==> src/rtl/core/bdar_pkg.sv <==
// shared definitions for the button debounce and auto-repeat core
// event codes, register indexes and port widths; no dependencies
package bdar_pkg;

   localparam int unsigned TIME_W   = 32;  // millisecond timestamp width
   localparam int unsigned CFG_W    = 16;  // configuration register width
   localparam int unsigned CNT_W    = 16;  // repeat count width
   localparam int unsigned REQ_DW   = 40;  // req tdata, padded to whole bytes
   localparam int unsigned RSP_DW   = 8;   // rsp tdata, padded to whole bytes
   localparam int unsigned CSR_IW   = 2;   // csr index width

   typedef enum logic [1:0] {
      EV_NONE     = 2'd0,
      EV_PRESSED  = 2'd1,
      EV_REPEAT   = 2'd2,
      EV_RELEASED = 2'd3
   } event_type;

   typedef enum logic [CSR_IW-1:0] {
      CSR_BLANK_TIME    = 2'd0,
      CSR_HOLD_DELAY    = 2'd1,
      CSR_REPEAT_PERIOD = 2'd2
   } csr_index_type;

   localparam logic [CFG_W-1:0] BLANK_TIME_RST    = 16'd10;
   localparam logic [CFG_W-1:0] HOLD_DELAY_RST    = 16'd400;
   localparam logic [CFG_W-1:0] REPEAT_PERIOD_RST = 16'd50;

endpackage

==> src/rtl/core/button_debounce_autorepeat_core.sv <==
// button debounce with auto-repeat, top level
// uses bdar_pkg for event codes, register indexes and widths
//
// Each req transaction carries one button sample (raw level and a free-running
// millisecond timestamp) and yields exactly one rsp transaction with an event:
// none, pressed, held repeat or released. A level change is taken only once the
// blanking window of the previous accepted change has ended; a held press
// reports one repeat event per sample while (elapsed hold time) / repeat_period
// is above the repeat count, the count saturating at 65535. A sample keeps the
// core busy through a bit-serial subtractor chain that walks the 32 timestamp
// bits one per cycle while a 16-step shift-add multiplier forms (count + 1) *
// repeat_period for the repeat test, then through a decision state that loads
// the event into the output register. A new sample is taken only back in idle,
// not before the last one is through. The result sits in an output register,
// so a new sample is taken while it waits; a stalled rsp side holds the
// decision state. Registers must be written only while no sample is in flight;
// the block itself does not enforce this.
module button_debounce_autorepeat_core
   import bdar_pkg::*;
(
   input  logic              clock,
   input  logic              reset,
   // sample channel
   input  logic              req_tvalid,
   output logic              req_tready,
   input  logic [REQ_DW-1:0] req_tdata,   // [0] level, [32:1] now_ms, rest zero
   // event channel
   output logic              rsp_tvalid,
   input  logic              rsp_tready,
   output logic [RSP_DW-1:0] rsp_tdata,   // [1:0] event_res, rest zero
   // register write port
   input  logic              csr_we,
   input  logic [CSR_IW-1:0] csr_index,
   input  logic [CFG_W-1:0]  csr_wdata
);

   typedef enum logic [1:0] {
      ST_IDLE,
      ST_SHIFT,
      ST_DECIDE
   } state_type;

   // control
   state_type          state_ff, state_in;
   logic [4:0]         bit_cnt_ff, bit_cnt_in;
   logic               rsp_valid_ff, rsp_valid_in;
   event_type          rsp_event_ff, rsp_event_in;

   // configuration
   logic [CFG_W-1:0]   blank_ff, blank_in;
   logic [CFG_W-1:0]   hold_ff, hold_in;
   logic [CFG_W-1:0]   period_ff, period_in;

   // debounce state
   logic               acc_level_ff, acc_level_in;
   logic [TIME_W-1:0]  win_end_ff, win_end_in;     // rotates once per sample
   logic [CNT_W-1:0]   count_ff, count_in;

   // per-sample working registers
   logic               level_ff, level_in;
   logic [TIME_W-1:0]  now_sr_ff, now_sr_in;
   logic [CFG_W-1:0]   blank_sr_ff, blank_sr_in;
   logic [CFG_W-1:0]   hold_sr_ff, hold_sr_in;
   logic [TIME_W-1:0]  diff_sr_ff, diff_sr_in;     // now - win_end + blank - hold
   logic [TIME_W-1:0]  new_we_sr_ff, new_we_sr_in; // now + blank
   logic               b1_ff, b1_in;               // borrow of now - win_end
   logic               c2_ff, c2_in;               // carry of + blank
   logic               b3_ff, b3_in;               // borrow of - hold
   logic               c4_ff, c4_in;               // carry of now + blank
   logic               nz1_ff, nz1_in;             // now - win_end nonzero
   logic               nz3_ff, nz3_in;             // hold difference nonzero
   logic               sign1_ff, sign1_in;         // msb of now - win_end
   logic [CNT_W:0]     mcand_ff, mcand_in;         // count + 1
   logic [33:0]        prod_ff, prod_in;           // shift-add product register

   // serial datapath bits
   logic               a_bit, w_bit, bl_bit, ho_bit;
   logic               d1, s2, d3, nw;
   logic [17:0]        prod_sum;
   logic [CFG_W-1:0]   period_eff;
   logic               window_over, hold_over, repeat_due;

   assign req_tready = (state_ff == ST_IDLE);
   assign rsp_tvalid = rsp_valid_ff;
   assign rsp_tdata  = {{(RSP_DW-2){1'b0}}, rsp_event_ff};

   assign period_eff = (period_ff == '0) ? {{(CFG_W-1){1'b0}}, 1'b1} : period_ff;

   // one bit of each time difference per cycle, lsb first
   assign a_bit  = now_sr_ff[0];
   assign w_bit  = win_end_ff[0];
   assign bl_bit = blank_sr_ff[0];
   assign ho_bit = hold_sr_ff[0];
   assign d1     = a_bit ^ w_bit ^ b1_ff;
   assign s2     = d1 ^ bl_bit ^ c2_ff;
   assign d3     = s2 ^ ho_bit ^ b3_ff;
   assign nw     = a_bit ^ bl_bit ^ c4_ff;

   // multiplier step: add the multiplicand into the upper half when the lsb is set
   assign prod_sum = prod_ff[33:16] + (prod_ff[0] ? {1'b0, mcand_ff} : 18'd0);

   // decision terms, valid in the decide state
   assign window_over = nz1_ff && !sign1_ff;
   assign hold_over   = nz3_ff && !diff_sr_ff[TIME_W-1];
   assign repeat_due  = hold_over && (count_ff != {CNT_W{1'b1}}) &&
                        ({1'b0, diff_sr_ff} >= prod_ff[32:0]);

   always_comb begin
      state_in      = state_ff;
      bit_cnt_in    = bit_cnt_ff;
      rsp_valid_in  = rsp_valid_ff;
      rsp_event_in  = rsp_event_ff;
      blank_in      = blank_ff;
      hold_in       = hold_ff;
      period_in     = period_ff;
      acc_level_in  = acc_level_ff;
      win_end_in    = win_end_ff;
      count_in      = count_ff;
      level_in      = level_ff;
      now_sr_in     = now_sr_ff;
      blank_sr_in   = blank_sr_ff;
      hold_sr_in    = hold_sr_ff;
      diff_sr_in    = diff_sr_ff;
      new_we_sr_in  = new_we_sr_ff;
      b1_in         = b1_ff;
      c2_in         = c2_ff;
      b3_in         = b3_ff;
      c4_in         = c4_ff;
      nz1_in        = nz1_ff;
      nz3_in        = nz3_ff;
      sign1_in      = sign1_ff;
      mcand_in      = mcand_ff;
      prod_in       = prod_ff;

      // register writes must arrive only while idle; the core does not enforce it
      if (csr_we) begin
         case (csr_index)
            CSR_BLANK_TIME:    blank_in  = csr_wdata;
            CSR_HOLD_DELAY:    hold_in   = csr_wdata;
            CSR_REPEAT_PERIOD: period_in = csr_wdata;
            default: ;
         endcase
      end

      if (rsp_valid_ff && rsp_tready) begin
         rsp_valid_in = 1'b0;
      end

      case (state_ff)
         ST_IDLE: begin
            if (req_tvalid) begin
               level_in    = req_tdata[0];
               now_sr_in   = req_tdata[TIME_W:1];
               blank_sr_in = blank_ff;
               hold_sr_in  = hold_ff;
               b1_in       = 1'b0;
               c2_in       = 1'b0;
               b3_in       = 1'b0;
               c4_in       = 1'b0;
               nz1_in      = 1'b0;
               nz3_in      = 1'b0;
               bit_cnt_in  = '0;
               mcand_in    = {1'b0, count_ff} + {{CNT_W{1'b0}}, 1'b1};
               prod_in     = {18'd0, period_eff};
               state_in    = ST_SHIFT;
            end
         end
         ST_SHIFT: begin
            now_sr_in    = {1'b0, now_sr_ff[TIME_W-1:1]};
            win_end_in   = {w_bit, win_end_ff[TIME_W-1:1]};
            blank_sr_in  = {1'b0, blank_sr_ff[CFG_W-1:1]};
            hold_sr_in   = {1'b0, hold_sr_ff[CFG_W-1:1]};
            diff_sr_in   = {d3, diff_sr_ff[TIME_W-1:1]};
            new_we_sr_in = {nw, new_we_sr_ff[TIME_W-1:1]};
            b1_in        = (~a_bit & w_bit) | (~(a_bit ^ w_bit) & b1_ff);
            c2_in        = (d1 & bl_bit) | (d1 & c2_ff) | (bl_bit & c2_ff);
            b3_in        = (~s2 & ho_bit) | (~(s2 ^ ho_bit) & b3_ff);
            c4_in        = (a_bit & bl_bit) | (a_bit & c4_ff) | (bl_bit & c4_ff);
            nz1_in       = nz1_ff | d1;
            nz3_in       = nz3_ff | d3;
            sign1_in     = d1;
            if (!bit_cnt_ff[4]) begin
               prod_in = {1'b0, prod_sum, prod_ff[15:1]};
            end
            bit_cnt_in = bit_cnt_ff + 5'd1;
            if (bit_cnt_ff == 5'd31) begin
               state_in = ST_DECIDE;
            end
         end
         ST_DECIDE: begin
            if (!rsp_valid_ff || rsp_tready) begin
               rsp_valid_in = 1'b1;
               rsp_event_in = EV_NONE;
               if ((level_ff != acc_level_ff) && window_over) begin
                  win_end_in   = new_we_sr_ff;
                  acc_level_in = level_ff;
                  if (level_ff) begin
                     count_in     = '0;
                     rsp_event_in = EV_PRESSED;
                  end else begin
                     rsp_event_in = EV_RELEASED;
                  end
               end else if (level_ff && repeat_due) begin
                  count_in     = count_ff + {{(CNT_W-1){1'b0}}, 1'b1};
                  rsp_event_in = EV_REPEAT;
               end
               state_in = ST_IDLE;
            end
         end
         default: begin
            state_in = ST_IDLE;
         end
      endcase
   end

   always_ff @(posedge clock) begin
      if (reset) begin
         state_ff     <= ST_IDLE;
         bit_cnt_ff   <= '0;
         rsp_valid_ff <= 1'b0;
         rsp_event_ff <= EV_NONE;
         blank_ff     <= BLANK_TIME_RST;
         hold_ff      <= HOLD_DELAY_RST;
         period_ff    <= REPEAT_PERIOD_RST;
         acc_level_ff <= 1'b0;
         win_end_ff   <= '0;
         count_ff     <= '0;
      end else begin
         state_ff     <= state_in;
         bit_cnt_ff   <= bit_cnt_in;
         rsp_valid_ff <= rsp_valid_in;
         rsp_event_ff <= rsp_event_in;
         blank_ff     <= blank_in;
         hold_ff      <= hold_in;
         period_ff    <= period_in;
         acc_level_ff <= acc_level_in;
         win_end_ff   <= win_end_in;
         count_ff     <= count_in;
      end
      // working registers, no reset needed
      level_ff     <= level_in;
      now_sr_ff    <= now_sr_in;
      blank_sr_ff  <= blank_sr_in;
      hold_sr_ff   <= hold_sr_in;
      diff_sr_ff   <= diff_sr_in;
      new_we_sr_ff <= new_we_sr_in;
      b1_ff        <= b1_in;
      c2_ff        <= c2_in;
      b3_ff        <= b3_in;
      c4_ff        <= c4_in;
      nz1_ff       <= nz1_in;
      nz3_ff       <= nz3_in;
      sign1_ff     <= sign1_in;
      mcand_ff     <= mcand_in;
      prod_ff      <= prod_in;
   end

endmodule

==> config.mk <==
export PLATFORM = sky130hd
export DESIGN_NAME = button_debounce_autorepeat_core
export DESIGN_NICKNAME = d
export VERILOG_FILES = /design/src/rtl/core/bdar_pkg.sv /design/src/rtl/core/button_debounce_autorepeat_core.sv
export SDC_FILE = /design/constraint.sdc
export NUM_CORES = 1
export LEC_CHECK = 0
export BUFFER_PORTS_ARGS = -buffer_cell sky130_fd_sc_hd__buf_2
export CAP_MARGIN = 20
export CORE_MARGIN = 10
export CORE_UTILIZATION = 34
export DETAILED_ROUTE_END_ITERATION = 8
export GPL_TIMING_DRIVEN = 0
export PLACE_DENSITY = 0.56
export SLEW_MARGIN = 25
export SYNTH_ARGS = -nofsm -noshare
export SYNTH_HDL_FRONTEND = slang
export SYNTH_SLANG_ARGS = --single-unit
==> constraint.sdc <==
create_clock -name clock -period 4.55 [get_ports clock]
set_input_delay 0.2275 -clock clock [delete_from_list [all_inputs] [get_ports clock]]
set_output_delay 0.2275 -clock clock [all_outputs]
set_load 0.01 [all_outputs]
==> results.toml, run 1 <==
[route]
wirelength_mm = 31.0
num_vias = 9557
viasPerCell = 4.80
dr.pass1.iters = 5
route.detailed.drc = 0
detail_route.wl_per_cell_um = 15.5
ant_nets = 0
drt_iter0_markers = 536

[global_routing]
grt_max_degree = 40
grt_usage_pct = 13.0
grt_pass1_wl_mm = 49.9
grt_pass1_vias = 9434
grt_overflow = 0
antenna_found_initial = 0

[timing]
setup_viol = 0
fin_skew_ns = 0.0230
grt_setup_unrepaired = "false"
fin_ws_ns = 1.39
fmax_mhz = 317
max-slew-margin-rel_pct = 40.8
finalCritPeriodShare_pct = 69.4
drv_slew = 0
whs_ns = 0.0125
worst_pin_slew_ns = 0.885
period_needed_ns = 3.16
hold_viol_final = 0

[logic_synthesis]
syn_area_per_cell_sq_um = 10.1
ys_dominant_reg_cell = "edfxtp_1"
syn_inst = 1301
synth-seq-area-share_pct = 58.6
synth_cell_types = 59
yosysWarnings = 0
synth_seq_cells = 293
synth_edf_count = 186
syn_area_sq_um = 13200
synthArstFlopShare_pct = 0

[setup_path]
path_cells = "clkbuf_1, nand2_1, fa_1, nor2b_1, o31a_1, o211ai_1, a21o_1, a311oi_1, o21a_1, nor3_1"
slowest_delay_ns = 0.50
critPathArrivalTime_ns = 3.38
worstPathRequired_ns = 4.78
cp_slowest_cell = "edfxtp_1"
timing.reg2reg.setup_slack_ns = 1.39
worst_setup_path_start_kind = "flip-flop"
path_class = "reg2reg"
cp_max_fo = 10
end_kind = "flip-flop"

[final_layout]
drive_above_1_share_pct = 9.97
layout.cells.most_common_list = "nand2_1 (396), edfxtp_1 (186), dfxtp_1 (107)"
nets = 1571
fin_util_pct = 41.3
final_common_cell = "nand2_1"
syn_to_final_growth_pct = 20.4
antenna_cells = 0

[worst_hold_path]
hp-class = "in2reg"

[cts]
cts_max_path_buffers = 3
cts_tree = "done"
clock_sinks = 293
insertion_delay_ns = 0.53
h-tree-depth = 2
root_buffer = "clkbuf_16"
clk_pin_slew_worst_paths_ns = 0.06
cts_buffers = 34

[power_and_ir_drop]
ir_drop_uv = 272
leakage_nw = 6.26
power_density_nw_per_um2 = 426

[place]
io_buffer_count = 58
hpwl_mm = 21.1
gp_congestion = 0.800
pre_cts_slack_ns = 1.40

[floorplanning]
start_util_pct = 34.3
die_x_um = 217
core_area_sq_um = 38500
die_h_um = 217
row_count = 72
die_area_sq_um = 47000
pin_count = 73

[run_status]
status = "complete, no violations"

[job]
cap_viol_max_count = 0
## synth_stat cells, drive strengths merged (2+ instances only)
master	count	area share, %
xnor2	15	1.0
or4	3	0.23
a31oi	13	0.62
o211a	3	0.23
and2	24	1.1
nor4	4	0.24
nand3	14	0.53
inv	49	1.4
a211oi	8	0.57
a311oi	34	2.3
nand2b	15	0.71
nor3	13	0.53
dfxtp	107	16
edfxtp	186	42
or2	2	0.095
and3b	3	0.20
xor2	9	0.60
or3	7	0.33
nor2	81	2.3
o221ai	2	0.27
a21o	10	0.57
nand4	4	0.19
and4	2	0.15
a21oi	71	2.7
o211ai	5	0.28
nand2	396	11
ha	52	4.9
buf	17	0.76
mux2i	8	0.61
fa	5	0.76
o21ai	38	1.5
and3	10	0.55
nand3b	15	0.85
nor2b	6	0.28
clkbuf	51	1.5
o21a	8	0.46
## final timing paths
kind,startpoint,endpoint,cells after the start
setup / recovery,prod_ff[0]$_DFFE_PP_,prod_ff[29]$_SDFFCE_PN0P_,10
hold / removal,req_tdata[32],now_sr_ff[31]$_SDFFCE_PP0P_,2
setup reg to reg,prod_ff[0]$_DFFE_PP_,prod_ff[29]$_SDFFCE_PN0P_,10
hold reg to reg,new_we_sr_ff[16]$_DFFE_PP_,new_we_sr_ff[15]$_DFFE_PP_,0
## state kept, by name (all words and copies together) (netlist names), 2 cells and up
name	count
period_ff	16
state_ff	2
hold_ff	16
mcand_ff	17
prod_ff	33
diff_sr_ff	32
win_end_ff	32
rsp_event_ff	2
hold_sr_ff	16
bit_cnt_ff	5
now_sr_ff	32
blank_ff	16
blank_sr_ff	16
count_ff	16
new_we_sr_ff	32
## report_power, final
group	leakage, nW	internal (mW)	total, mW	switching, mW
Combinational	2.97	0.281	0.744	0.462
Sequential	2.71	3.08	3.17	0.0926
Clock	0.577	1.76	2.85	1.09
Total	6.26	5.12	6.76	1.64
## final cells by class
class                           count  area (sq um)
Fill cell                        3716         22600
Sequential cell                   293          7730
Multi-Input combinational cell    896          5010
Clock buffer                       48           996
Timing Repair Buffer              109           843
Tap cell                          518           648
Buffer                             68           295
Inverter                           49           186
Clock inverter                     12           169
## what timing repair did
action,4_1_cts,5_1_grt
hold endpoints to repair,65,0
gates resized for setup,0,0
buffers inserted,0,0
hold buffers,47,0
## logic make-up (layout without fill, tap and decap cells)
| family | after synthesis | count (layout) | share of synthesized area, % |
|---|---|---|---|
| flops | 293 | 293 | 58.6 |
| buf+inv | 117 | 286 | 3.61 |
| fa+ha+maj | 57 | 57 | 5.70 |
| simple gates | 601 | 601 | 19.7 |
| compound gates | 200 | 200 | 10.1 |
| xor+xnor | 24 | 24 | 1.60 |
| other cells | 1 | 6 | 0.0285 |
| mux | 8 | 8 | 0.608 |
## worst max-delay path, delay by kind of cell, from the launching register on
family | cells | cell delay, ns
and+or+nand+nor | 3 | 0.45
AOI/OAI and AO/OA | 5 | 1.13
adders and majority gates | 1 | 0.43
buffers and inverters | 1 | 0.35
DFF | 1 | 0.50
## through the flow
step / instance area, sq um / power, mW / TNS [ns] / cells
CTS: 15900 / 6.84 / 0 / 1993
global route: 15900 / 7.06 / 0 / 1993
finish: 15900 / 6.76 / 0 / 1993
floorplan: 13200 / 3.69 / 0 / 1306
detailed placement: 14200 / 3.94 / 0 / 1886
global placement: 14100 / 3.91 / -37.98 / 1882
## layer usage
| metal | routed length [um] | up-vias | track usage [%] |
|---|---|---|---|
| li1 | - | 4801 | - |
| met1 | 14300 | 4506 | 16.8 |
| met2 | 14300 | 191 | 21.0 |
| met3 | 1460 | 59 | 2.72 |
| met4 | 841 | 0 | 4.75 |
| met5 | 0 | - | 0 |
Note: power is estimated with default switching activity, not from simulation.
==> inputs of run 2 (changes only) <==
--- a/config.mk
+++ b/config.mk
@@ -11,7 +11,7 @@
 export CORE_UTILIZATION = 34
 export DETAILED_ROUTE_END_ITERATION = 8
 export GPL_TIMING_DRIVEN = 0
-export PLACE_DENSITY = 0.56
+export PLACE_DENSITY = 0.58
 export SLEW_MARGIN = 25
 export SYNTH_ARGS = -nofsm -noshare
 export SYNTH_HDL_FRONTEND = slang
==> constraint.sdc (replaced) <==
create_clock -name clock -period 2.7 [get_ports clock]
set_input_delay 0.135 -clock clock [delete_from_list [all_inputs] [get_ports clock]]
set_output_delay 0.135 -clock clock [all_outputs]
set_load 0.01 [all_outputs]
==> run 2 against run 1 <==
The run now ends with setup timing left. Hold slack improved by 0.012 ns. Critical path depth rose by 1. Largest power group unchanged. Critical endpoint unchanged. First-iteration DRC count rose by 5.6%. Combinational power rose by 83%. Sequential power rose by 68%. Clock skew fell by 0.0089 ns.
==> results.toml, run 2 (same netlist as run 1, synthesis figures left out) <==
[setup_path]
worst_setup_path_start_kind = "flip-flop"
critPathArrivalTime_ns = 2.99
worstPathRequired_ns = 2.99
cp_slowest_cell = "edfxtp_1"
path_cells = "buf_4, buf_4, and2_1, ha_4, o21a_1, o31a_1, o211ai_1, a21o_1, a311oi_2, o21a_1, nor3_1"
path_class = "reg2reg"
end_kind = "flip-flop"
cpLargestDelayFamily = "compound AO/OA/AOI/OAI gates"
slowest_delay_ns = 0.50
cp_num_buf_inv = 2
cp_max_fo = 5

[route]
route.detailed.drc = 0
wirelength_mm = 31.3
detail_route.wl_per_cell_um = 15.6
num_vias = 9714
drt_iter0_markers = 566
viasPerCell = 4.83
dr.pass1.iters = 5
ant_nets = 0

[power_and_ir_drop]
power_density_nw_per_um2 = 697
ir_drop_uv = 408
leakage_nw = 6.35

[final_layout]
post_layout_nonfiller_instances = 2011
antenna_cells = 0
largest_register = "prod_ff"
largest_reg_flops = 33
regArea_sq_um = 7730
syn_to_final_growth_pct = 22.9
fillers = 3685
multiInputGateArea_sq_um = 5190
final_common_cell = "nand2_1"
postLayoutCellArea_sq_um = 16200
layout.cells.most_common_list = "nand2_1 (396), edfxtp_1 (186), dfxtp_1 (107)"
nets = 1588
drive_above_1_share_pct = 12.3

[floorplanning]
die_h_um = 217
die_area_sq_um = 47000
pin_count = 73
start_util_pct = 34.3
die_x_um = 217
row_count = 72
core_area_sq_um = 38500

[global_routing]
grt_pass1_vias = 9922
grt_max_degree = 43
gr-max-usage-layer = "met2"
grt_pass1_wl_mm = 52.1
antenna_found_initial = 0
grt_usage_pct = 13.3
met2_usage_pct = 23.1
grt_overflow = 0
use_met3_pct = 2.66
use_met1_pct = 16.7

[run_status]
violations = "setup timing"
status = "complete, but fails checks"

[timing]
fmax_mhz = 370
setup_viol = 1
fin_ws_ns = -0.00619
grt_setup_unrepaired = "true"
max-slew-margin-rel_pct = 39.9
whs_ns = 0.0243
period_needed_ns = 2.71
worst_pin_slew_ns = 0.900
hold_viol_final = 0
fin_skew_ns = 0.0141
drv_slew = 0
finalCritPeriodShare_pct = 100
fin_tns_setup_ns = -0.00619

[cts]
h-tree-depth = 1
insertion_delay_ns = 0.57
clock_sinks = 293
root_buffer = "clkbuf_16"
clk_pin_slew_worst_paths_ns = 0.06
cts_tree = "done"
cts_buffers = 31
cts_max_path_buffers = 3

[place]
hpwl_mm = 21.0
dp.cells = 1886
io_buffer_count = 58
place_area_sq_um = 14200
gp_congestion = 0.812

[job]
cap_viol_max_count = 0

[worst_hold_path]
hp-class = "in2reg"
run 2: repair_timing:
action,in CTS,in global routing
endpoints found under the setup margin,92,31
pin swaps,12,12
endpoints found under the hold margin,83,0
hold buffers,50,0
cloned,1,0
resized for setup,23,19
buffers inserted,13,3
run 2: report_power, final:
group          total [mW]  internal [mW]  switching [mW]
Combinational        1.36          0.540           0.820
Sequential           5.34           5.18           0.160
Clock                4.59           2.80            1.79
run 2: path summary, 6_finish.rpt:
| check | endpoint | start | slack, ns | depth (start not counted) |
|---|---|---|---|---|
| worst min-delay path | blank_ff[9]$_SDFFE_PP0P_ | csr_index[1] | 0.02 | 4 |
| worst max-delay path | prod_ff[29]$_SDFFCE_PN0P_ | prod_ff[0]$_DFFE_PP_ | -0.006 | 11 |
| worst min register to register | new_we_sr_ff[15]$_DFFE_PP_ | new_we_sr_ff[16]$_DFFE_PP_ | 0.45 | 0 |
| worst max register to register | prod_ff[29]$_SDFFCE_PN0P_ | prod_ff[0]$_DFFE_PP_ | -0.006 | 11 |
run 2: metrics by stage:
step	power, mW	setup slack (ns)	util (%)
floorplan	6.21	0.0773	-
CTS	11.4	-0.0378	41.8
global placement	6.58	-0.993	36.8
detailed placement	6.64	-0.458	37.0
global route	11.8	-0.166	42.1
finish	11.3	-0.00619	42.1
run 2: worst reg2reg max path: stages, from the launching register on:
cell and delay (ns):
edfxtp_1 0.50, buf_4 0.19, buf_4 0.13, and2_1 0.16, ha_4 0.29, o21a_1 0.11
o31a_1 0.17, o211ai_1 0.13, a21o_1 0.25, a311oi_2 0.29, o21a_1 0.17, nor3_1 0.04
run 2: routing by layer:
layer	wire, um	vias to the layer above
met5	0	-
met4	529	0
met3	1740	43
met2	15200	192
met1	13900	4637
li1	-	4842
run 2: cell type report:
type,count,area share [%]
Buffer,68,1.90
Clock buffer,42,5.54
Clock inverter,16,1.30
Inverter,49,1.18
Multi-Input combinational cell,896,32.0
Sequential cell,293,47.7
Tap cell,518,4.00
Timing Repair Buffer,128,6.33
Timing Repair inverter,1,0.0463
